[src/rtl/kdt_pkg.sv]
package kdt_pkg;

	localparam int unsigned DEBOUNCE_DEPTH_DEF = 5;
	localparam int unsigned FRAME_W = 64;
	localparam int unsigned CHAR_W = 8;
	localparam int unsigned NUM_KEYS = 35;
	localparam int unsigned KEY_IDX_W = $clog2(NUM_KEYS);

	localparam int unsigned KEY_SHIFT_BIT = 5;
	localparam int unsigned KEY_UP_BIT = 1;
	localparam int unsigned KEY_DOWN_BIT = 2;
	localparam int unsigned KEY_ON_BIT = 63;

	typedef logic [FRAME_W-1:0] frame_t;
	typedef logic [CHAR_W-1:0] char_t;
	typedef logic [KEY_IDX_W-1:0] key_idx_t;

	typedef enum logic [1:0] {
		MAP_BASE  = 2'd0,
		MAP_CAPS  = 2'd1,
		MAP_SHIFT = 2'd2
	} map_t;

	// lock and shift state seen by the translator
	typedef struct packed {
		logic shift;
		logic num;
		logic caps;
	} mode_t;

	localparam logic [5:0] KEY_BIT [NUM_KEYS] = '{
		6'(KEY_ON_BIT), 6'd1, 6'd2, 6'd3, 6'd4,
		6'd9, 6'd14, 6'd19, 6'd34, 6'd24, 6'd29, 6'd8, 6'd13, 6'd18, 6'd33, 6'd23, 6'd28,
		6'd7, 6'd12, 6'd17, 6'd32, 6'd22, 6'd27, 6'd6, 6'd11, 6'd16, 6'd31, 6'd21, 6'd26,
		6'd15, 6'd30, 6'd25, 6'd20, 6'd0, 6'd10
	};

	localparam char_t CHAR_BASE [NUM_KEYS] = '{
		8'd1, 8'd3, 8'd4, 8'd5, 8'd6,
		"A", "B", "C", "D", "E", "F", "G", "H", "I", "J", "K", "L", "M",
		"N", "O", "P", "Q", "R", "S", "T", "U", "V", "W", "X", "Y", "Z",
		8'd13, " ", 8'd2, 8'd8
	};

	localparam char_t CHAR_CAPS [NUM_KEYS] = '{
		8'd1, 8'd3, 8'd4, 8'd5, 8'd6,
		"a", "b", "c", "d", "e", "f", "g", "h", "i", "j", "k", "l", "m",
		"n", "o", "p", "q", "r", "s", "t", "u", "v", "w", "x", "y", "z",
		8'd13, " ", 8'd2, 8'd7
	};

	localparam char_t CHAR_SHIFT [NUM_KEYS] = '{
		8'd1, 8'd3, 8'd4, 8'd5, 8'd6,
		"<", ">", "(", ")", "%", "/", "=", 8'h22, "7", "8", "9", "*", ",",
		"$", "4", "5", "6", "-", ";", ":", "1", "2", "3", "+", "0", ".",
		8'd13, " ", 8'd2, 8'd7
	};

	// shift selects the shifted map only while num lock is clear
	function automatic map_t mode_map(input mode_t m);
		map_t r;
		case ({m.shift, m.num, m.caps})
			3'b001:  r = MAP_CAPS;
			3'b010,
			3'b011,
			3'b100,
			3'b101:  r = MAP_SHIFT;
			default: r = MAP_BASE;
		endcase
		return r;
	endfunction

endpackage

[src/rtl/kdt_scan_if.sv]
interface kdt_scan_if;
	logic valid;
	logic ready;
	logic [kdt_pkg::FRAME_W-1:0] matrix_frame;
	logic ext_valid;
	logic [kdt_pkg::CHAR_W-1:0] ext_code;

	modport source(output valid, matrix_frame, ext_valid, ext_code, input ready);
	modport sink(input valid, matrix_frame, ext_valid, ext_code, output ready);
endinterface

[src/rtl/kdt_keys_if.sv]
interface kdt_keys_if;
	logic valid;
	logic ready;
	logic key_valid;
	logic [kdt_pkg::CHAR_W-1:0] key_char;
	logic ext_busy;
	logic caps_lock;
	logic num_lock;

	modport source(output valid, key_valid, key_char, ext_busy, caps_lock, num_lock,
		input ready);
	modport sink(input valid, key_valid, key_char, ext_busy, caps_lock, num_lock,
		output ready);
endinterface

[src/rtl/kdt_xlate.sv]
module kdt_xlate (
	input  kdt_pkg::frame_t press,
	input  kdt_pkg::mode_t  mode,
	output logic            hit,
	output kdt_pkg::char_t  key_char
);

	kdt_pkg::key_idx_t idx;
	kdt_pkg::map_t     map;

	// priority pick: lowest map position wins, so scan from the top down
	always_comb begin
		hit = 1'b0;
		idx = '0;
		for (int k = kdt_pkg::NUM_KEYS - 1; k >= 0; k--) begin
			if (press[kdt_pkg::KEY_BIT[k]]) begin
				hit = 1'b1;
				idx = kdt_pkg::KEY_IDX_W'(k);
			end
		end
	end

	assign map = kdt_pkg::mode_map(mode);

	always_comb begin
		case (map)
			kdt_pkg::MAP_CAPS:  key_char = kdt_pkg::CHAR_CAPS[idx];
			kdt_pkg::MAP_SHIFT: key_char = kdt_pkg::CHAR_SHIFT[idx];
			default:            key_char = kdt_pkg::CHAR_BASE[idx];
		endcase
	end

endmodule

[src/rtl/keyboard_debounce_translate_top.sv]
// Keyboard matrix debouncer and character translator.
// scan channel: one request per scanned 64-bit key matrix frame, with an
// optional external key code (ext_valid, ext_code) to inject.
// keys channel: exactly one result per request: key_valid/key_char for the
// emitted character (key_char is 0 when nothing is emitted), ext_busy while
// an injected code is still waiting, and the caps and num lock states.
// A key is held once it is set in the last DEBOUNCE_DEPTH frames; its press
// edge emits a character from the base, caps or shifted map, first key in
// map order wins, and shift with up/down toggles caps/num lock.
// Throughput is one request per cycle while keys is ready; a request taken
// is loaded into the input register and then into the result register,
// which drives keys.
// The debounce and lock state are updated when a request moves from the
// input register to the result register, in request order.
// When keys stalls, the result register holds and the input register still
// takes one more request; scan.ready drops only when both are full.
// arst_n clears the frame history, held keys, lock states and pending
// external code, and empties both registers.
module keyboard_debounce_translate_top #(
	parameter int unsigned DEBOUNCE_DEPTH = kdt_pkg::DEBOUNCE_DEPTH_DEF
) (
	input  logic              clk,
	input  logic              arst_n,
	kdt_scan_if.sink          scan,
	kdt_keys_if.source        keys
);

	localparam int unsigned HIST_N = DEBOUNCE_DEPTH - 1;

	logic              valid_s1;
	kdt_pkg::frame_t   frame_s1;
	logic              ext_valid_s1;
	kdt_pkg::char_t    ext_code_s1;

	logic              valid_s2;
	logic              key_valid_s2;
	kdt_pkg::char_t    key_char_s2;
	logic              ext_busy_s2;
	logic              caps_s2;
	logic              num_s2;

	kdt_pkg::frame_t   hist_q [HIST_N];
	kdt_pkg::frame_t   held_q;
	logic              caps_q;
	logic              num_q;
	logic              pend_q;
	kdt_pkg::char_t    pend_code_q;

	logic              take;
	logic              advance;
	kdt_pkg::frame_t   hist_and;
	kdt_pkg::frame_t   all_held;
	kdt_pkg::frame_t   press;
	logic              shift;
	logic              caps_n;
	logic              num_n;
	logic              pend_lat;
	kdt_pkg::char_t    pend_code_lat;
	kdt_pkg::mode_t    mode;
	logic              hit;
	kdt_pkg::char_t    hit_char;
	logic              kv;
	kdt_pkg::char_t    kc;
	logic              pend_n;

	assign advance    = valid_s1 && (!valid_s2 || keys.ready);
	assign scan.ready = !valid_s1 || advance;
	assign take       = scan.valid && scan.ready;

	always_ff @(posedge clk or negedge arst_n) begin
		if (!arst_n) begin
			valid_s1 <= 1'b0;
		end else if (take) begin
			valid_s1 <= 1'b1;
		end else if (advance) begin
			valid_s1 <= 1'b0;
		end
	end

	always_ff @(posedge clk) begin
		if (take) begin
			frame_s1     <= scan.matrix_frame;
			ext_valid_s1 <= scan.ext_valid;
			ext_code_s1  <= scan.ext_code;
		end
	end

	always_comb begin
		hist_and = '1;
		for (int i = 0; i < HIST_N; i++) begin
			hist_and = hist_and & hist_q[i];
		end
	end

	assign all_held = frame_s1 & hist_and;
	assign press    = all_held & ~held_q;
	assign shift    = all_held[kdt_pkg::KEY_SHIFT_BIT];
	assign caps_n   = caps_q ^ (shift & press[kdt_pkg::KEY_UP_BIT]);
	assign num_n    = num_q ^ (shift & press[kdt_pkg::KEY_DOWN_BIT]);

	// a new offer is only latched into a free slot
	assign pend_lat      = pend_q | ext_valid_s1;
	assign pend_code_lat = pend_q ? pend_code_q : ext_code_s1;

	assign mode.shift = shift;
	assign mode.num   = num_n;
	assign mode.caps  = caps_n;

	kdt_xlate u_xlate (
		.press    (press),
		.mode     (mode),
		.hit      (hit),
		.key_char (hit_char)
	);

	// matrix key wins, the external code keeps waiting
	assign kv     = hit | pend_lat;
	assign kc     = hit ? hit_char : (pend_lat ? pend_code_lat : '0);
	assign pend_n = pend_lat & hit;

	always_ff @(posedge clk or negedge arst_n) begin
		if (!arst_n) begin
			for (int i = 0; i < HIST_N; i++) begin
				hist_q[i] <= '0;
			end
			held_q      <= '0;
			caps_q      <= 1'b0;
			num_q       <= 1'b0;
			pend_q      <= 1'b0;
			pend_code_q <= '0;
		end else if (advance) begin
			hist_q[0] <= frame_s1;
			for (int i = 1; i < HIST_N; i++) begin
				hist_q[i] <= hist_q[i-1];
			end
			held_q      <= all_held;
			caps_q      <= caps_n;
			num_q       <= num_n;
			pend_q      <= pend_n;
			pend_code_q <= pend_code_lat;
		end
	end

	always_ff @(posedge clk or negedge arst_n) begin
		if (!arst_n) begin
			valid_s2 <= 1'b0;
		end else if (advance) begin
			valid_s2 <= 1'b1;
		end else if (keys.ready) begin
			valid_s2 <= 1'b0;
		end
	end

	always_ff @(posedge clk) begin
		if (advance) begin
			key_valid_s2 <= kv;
			key_char_s2  <= kc;
			ext_busy_s2  <= pend_n;
			caps_s2      <= caps_n;
			num_s2       <= num_n;
		end
	end

	assign keys.valid     = valid_s2;
	assign keys.key_valid = key_valid_s2;
	assign keys.key_char  = key_char_s2;
	assign keys.ext_busy  = ext_busy_s2;
	assign keys.caps_lock = caps_s2;
	assign keys.num_lock  = num_s2;

	// no character means a zero code
	a_char_zero: assert property (@(posedge clk) disable iff (!arst_n)
		valid_s2 && !key_valid_s2 |-> key_char_s2 == '0)
		else $error("key_char nonzero without key_valid");

	// a waiting external code goes out on the first frame with no press
	a_pend_drain: assert property (@(posedge clk) disable iff (!arst_n)
		advance && pend_q && !hit |=> !pend_q)
		else $error("pending external code not emitted");

	// debounce and lock state only move with a request
	a_state_hold: assert property (@(posedge clk) disable iff (!arst_n)
		!advance |=> $stable(held_q) && $stable(caps_q) && $stable(num_q))
		else $error("state changed without a request");

	// result register mirrors the lock state it was built from
	a_lock_out: assert property (@(posedge clk) disable iff (!arst_n)
		advance |=> caps_s2 == caps_q && num_s2 == num_q && ext_busy_s2 == pend_q)
		else $error("result lock state differs from stored state");

	// a stalled input register keeps its request
	a_s1_hold: assert property (@(posedge clk) disable iff (!arst_n)
		valid_s1 && !advance |=> valid_s1 && $stable(frame_s1))
		else $error("input register lost a stalled request");

endmodule
[src/flat_wrapper.sv]
// flat-port wrapper written by rule: the top's interface ports become plain ports
module keyboard_debounce_translate_top_flat 
#(
	parameter int unsigned DEBOUNCE_DEPTH = kdt_pkg::DEBOUNCE_DEPTH_DEF
)
  (clk, arst_n, scan_valid, scan_matrix_frame, scan_ext_valid, scan_ext_code, scan_ready, keys_valid, keys_key_valid, keys_key_char, keys_ext_busy, keys_caps_lock, keys_num_lock, keys_ready);
  kdt_scan_if scan_i ();
  kdt_keys_if keys_i ();
  input  logic clk;
  input  logic arst_n;
  input wire logic [$bits(scan_i.valid)-1:0] scan_valid;
  input wire logic [$bits(scan_i.matrix_frame)-1:0] scan_matrix_frame;
  input wire logic [$bits(scan_i.ext_valid)-1:0] scan_ext_valid;
  input wire logic [$bits(scan_i.ext_code)-1:0] scan_ext_code;
  output wire logic [$bits(scan_i.ready)-1:0] scan_ready;
  output wire logic [$bits(keys_i.valid)-1:0] keys_valid;
  output wire logic [$bits(keys_i.key_valid)-1:0] keys_key_valid;
  output wire logic [$bits(keys_i.key_char)-1:0] keys_key_char;
  output wire logic [$bits(keys_i.ext_busy)-1:0] keys_ext_busy;
  output wire logic [$bits(keys_i.caps_lock)-1:0] keys_caps_lock;
  output wire logic [$bits(keys_i.num_lock)-1:0] keys_num_lock;
  input wire logic [$bits(keys_i.ready)-1:0] keys_ready;
  assign scan_i.valid = scan_valid;
  assign scan_i.matrix_frame = scan_matrix_frame;
  assign scan_i.ext_valid = scan_ext_valid;
  assign scan_i.ext_code = scan_ext_code;
  assign scan_ready = scan_i.ready;
  assign keys_valid = keys_i.valid;
  assign keys_key_valid = keys_i.key_valid;
  assign keys_key_char = keys_i.key_char;
  assign keys_ext_busy = keys_i.ext_busy;
  assign keys_caps_lock = keys_i.caps_lock;
  assign keys_num_lock = keys_i.num_lock;
  assign keys_i.ready = keys_ready;
  keyboard_debounce_translate_top #(.DEBOUNCE_DEPTH(DEBOUNCE_DEPTH)) u_core (.clk(clk), .arst_n(arst_n), .scan(scan_i), .keys(keys_i));
endmodule
[config.mk]
export PLATFORM = sky130hd
export DESIGN_NAME = keyboard_debounce_translate_top_flat
export DESIGN_NICKNAME = d
export VERILOG_FILES = /design/src/rtl/kdt_pkg.sv /design/src/rtl/kdt_scan_if.sv /design/src/rtl/kdt_keys_if.sv /design/src/rtl/kdt_xlate.sv /design/src/rtl/keyboard_debounce_translate_top.sv /design/src/flat_wrapper.sv
export SDC_FILE = /design/constraint.sdc
export NUM_CORES = 1
export LEC_CHECK = 0
export BUFFER_PORTS_ARGS = -buffer_cell sky130_fd_sc_hd__buf_2
export CAP_MARGIN = 20
export CORE_ASPECT_RATIO = 1.5
export CORE_UTILIZATION = 53
export CTS_CLUSTER_SIZE = 28
export DETAILED_ROUTE_END_ITERATION = 10
export PLACE_DENSITY = 0.75
export SLEW_MARGIN = 20
export SYNTH_ARGS = -nofsm -noshare
export SYNTH_HDL_FRONTEND = slang
export SYNTH_SLANG_ARGS = --single-unit
export TNS_END_PERCENT = 100
[constraint.sdc]
create_clock -name clk -period 8.9 [get_ports clk]
set_input_delay 0.89 -clock clk [delete_from_list [all_inputs] [get_ports clk]]
set_output_delay 0.89 -clock clk [all_outputs]
set_load 0.005 [all_outputs]
==> key figures <==
Job
  • Max-cap check violation count: 0

Logic synthesis
  • Leading register cell type out of synthesis: dfrtp_1
  • Number of library cell types mapped by synthesis: 67
  • Synthesis-stage register bit count: 249
  • Area of the mapped netlist: about 11000 µm²
  • Yosys Warn Count: 0
  • Average cell area after synthesis: 9.61 µm²
  • Register area share after synthesis: 0.589
  • Synthesized instance count: 1152
  • Post-synth ARST share: 0.771
  • Mapped Nets: roughly 1200
  • Area contributors post-synth: dfrtp_1, edfxtp_1, nand2_1, o31ai_1, o21ai_0
  • Synth area leader: dfrtp_1
  • Most instantiated cells after synthesis: nand2_1, dfrtp_1, edfxtp_1
  • Post-synth EDFFs: 57
  • Area share of the largest cell type after synthesis: 0.434
  • Cell with the most instances after synthesis: nand2_1

Clock network
  • Resize count post-CTS: 0
  • Clk pin slew, worst setup/hold paths: 0.06 ns
  • Total clock sinks: around 250
  • Root Buffer: clkbuf_16
  • Hold Buf Count CTS: 0
  • Max clock buf depth: 3
  • CTS Buf Count: 23
  • Clock Latency Late Sink: approximately 0.51 ns
  • CTS tree: built
  • Htree depth: 1
  • Post-CTS Setup Bufs: 0

Die
  • Die X: 120 µm
  • Die Ht: around 180 µm
  • Core Area: 20400 µm²
  • Die area: 21500 µm²
  • Rows: between 60 and 70
  • # IOs: 91
  • Effective utilization at floorplan: 0.542

Pwr
  • Switching pwr: slightly below 800 µW
  • Internal power: roughly 2000 µW
  • Worst VDD drop: 0.176 mV
  • Leak: roughly 0.0058 µW
  • PwrDens: 230 nW/µm²
  • Logic pwr share: 0.146
  • Sw Ratio: 0.282
  • Power share of the clock group: 0.327
  • Reg power frac: 0.527

Critical path
  • Worst-path fanout max: 7
  • R2r endpoint: u_core.keys.key_char[1]
  • Buffers and inverters on the worst path: 1
  • Worst EP required: 9.15 ns
  • Critical path class: flip-flop to flip-flop
  • Worst setup EP type: flip-flop
  • Crit path launch type: flip-flop
  • R2R depth: 12
  • Worst EP arrival: 4.33 ns
  • Crit-path max cell delay: 0.90 ns
  • CP delay by family, top: compound AO/OA/AOI/OAI gates
  • RR Startpoint: u_core.hist_q[98]
  • Cells along the critical path: nand4_1, nor3_2, o21ai_0, a2111oi_0, o211ai_1, nand3_1, inv_2, ha_1, a21oi_1, a21oi_1, o211a_1, a211o_1
  • CP most frequent cell: a21oi_1
  • Critical path's slowest cell: a2111oi_0
  • Reg2reg setup slack: 4.82 ns

Routing
  • # DRC: 0
  • DR pass1 iterations: 5
  • Initial DRC count: slightly above 500
  • Vias/cell: ~5.5
  • Via count: 8177
  • Drt wl/cell: approximately 15 µm
  • Final ANT Viol Nets: 0
  • DRT Wirelength: 22.2 mm

Cells and area
  • N_diodes: 0
  • Layout cells sized above 1: 0.119
  • Sequential standard cell area: around 6500 µm²
  • Final cell count without fillers: 1477
  • Multi-input gate area: 4220 µm²
  • Fill cells: 1755
  • Layout area overhead: 11.0%
  • Nets: 1285
  • Final Util: 0.602

Timing
  • Actual slew at the worst max-slew pin: 0.981 ns
  • Rel. slew slack: 0.329
  • Period utilization: 0.458
  • Sum Neg Setup Slack: 0 ns
  • Fin. max-slew vios: 0
  • Final setup vio count: 0
  • Final hold violations: 0
  • RSZ-0062 raised after global routing: false
  • Period minus WS final: 4.08 ns
  • Fmax: between 200 and 250 MHz
  • Clock Skew: 0.00898 ns

GRT
  • Antenna violations before repair: 0
  • Largest net degree at the start of global routing: 101
  • GR Overflow Total: 0
  • Met2 usage: 0.384
  • Total track usage: 0.216
  • Vias in the first global route: 7905
  • Met3 usage: 0.0245
  • First-pass GRT wire length: 37.5 mm
  • GR peak layer: met2
  • Met1 usage: 0.275

Place
  • Port-buffer cells: 62
  • DP HPWL: ~15 mm
  • Placer's final routability congestion estimate: roughly 0.9
  • Placed Cells: approximately 1400

Outcome
  • Outcome: complete, no violations

Min path
  • Worst hold-check path type: input port to async pin
registers in the layout, summed over array words and instances, names as in the netlist:
name,count
u_core.keys.ext_busy,1
u_core.hist_q,144
u_core.keys.valid,1
u_core.held_q,35
u_core.valid_s1,1
u_core.ext_valid_s1,1
u_core.pend_q,1
u_core.num_q,1
u_core.ext_code_s1,8
u_core.keys.caps_lock,1
u_core.keys.key_char,8
u_core.frame_s1,36
u_core.pend_code_q,8
u_core.keys.key_valid,1
u_core.keys.num_lock,1
u_core.caps_q,1
cell families after synthesis:
logic type,after synthesis,share of synthesized area
muxes,10,0.0102
DFF,249,0.589
adders and majority gates,12,0.0136
AOI/OAI and AO/OA,168,0.106
and+or+nand+nor,616,0.246
buffers and inverters,92,0.0313
xor gates and xnor gates,5,0.00396
per-stage QoR:
stage | setup WS (ns) | hold slack (ns) | total power, µW | instance area (µm²)
floorplan | 5.97 | 0.439 | 1780 | 11100
global placement | 4.93 | 0.450 | 1900 | 11600
detailed placement | 5.00 | 0.462 | 1920 | 11600
CTS | 4.96 | 0.293 | 2850 | 12300
global route | 4.59 | 0.299 | 2980 | 12300
finish | 4.82 | 0.273 | 2820 | 12300
worst max-delay path by stage:
stage,from,end,cells past startpoint
5_1_grt,u_core.hist_q[98],u_core.keys.key_char[1],12
6_report,u_core.hist_q[98],u_core.keys.key_char[1],12
4_1_cts,u_core.hist_q[98],u_core.keys.key_char[3],11
3_3_place_gp,u_core.hist_q[98],u_core.keys.key_char[1],12
2_1_floorplan,u_core.hist_q[98],u_core.keys.key_char[3],11
3_5_place_dp,u_core.hist_q[98],u_core.keys.key_char[3],11
placed cells by master, fill, tap and decap left out, types with 4 or more instances in the layout:
cell type	instances
a211oi_1	10
a21oi_1	19
a221oi_1	4
and3_1	6
and4_1	4
buf_2	61
buf_4	6
clkbuf_1	7
clkbuf_16	23
clkinv_1	11
dfrtp_1	192
edfxtp_1	57
ha_1	12
inv_1	29
inv_2	6
mux2_2	10
nand2_1	444
nand2b_1	6
nand3_1	7
nand4_1	34
nor2_1	35
nor3_1	28
nor3_2	11
nor4_1	6
o211ai_1	10
o21ai_0	48
o31ai_1	34
or3_1	18
cell type report:
class,count,area share
multi-input cells,811,0.343
clock buffers,31,0.0501
well taps,264,0.0269
clock inverters,11,0.00692
flip-flops and latches,249,0.530
repair buffers,68,0.0294
inverters,43,0.0133
layer usage:
| metal | share of wire | routed length (µm) |
|---|---|---|
| met5 | 0 | 0 |
| met4 | 0.025 | 549 |
| met3 | 0.037 | 821 |
| met2 | 0.50 | 11200 |
| met1 | 0.44 | 9680 |
power by group through the flow:
stage / Clock [µW] / Sequential (µW) / Combinational, µW
2_1_floorplan: 0 / 1470 / 309
3_3_place_gp: 0 / 1500 / 400
3_5_place_dp: 0 / 1510 / 413
4_1_cts: 946 / 1490 / 415
5_1_grt: 988 / 1510 / 476
6_report: 922 / 1490 / 412
(Power assumes the default switching activity.)
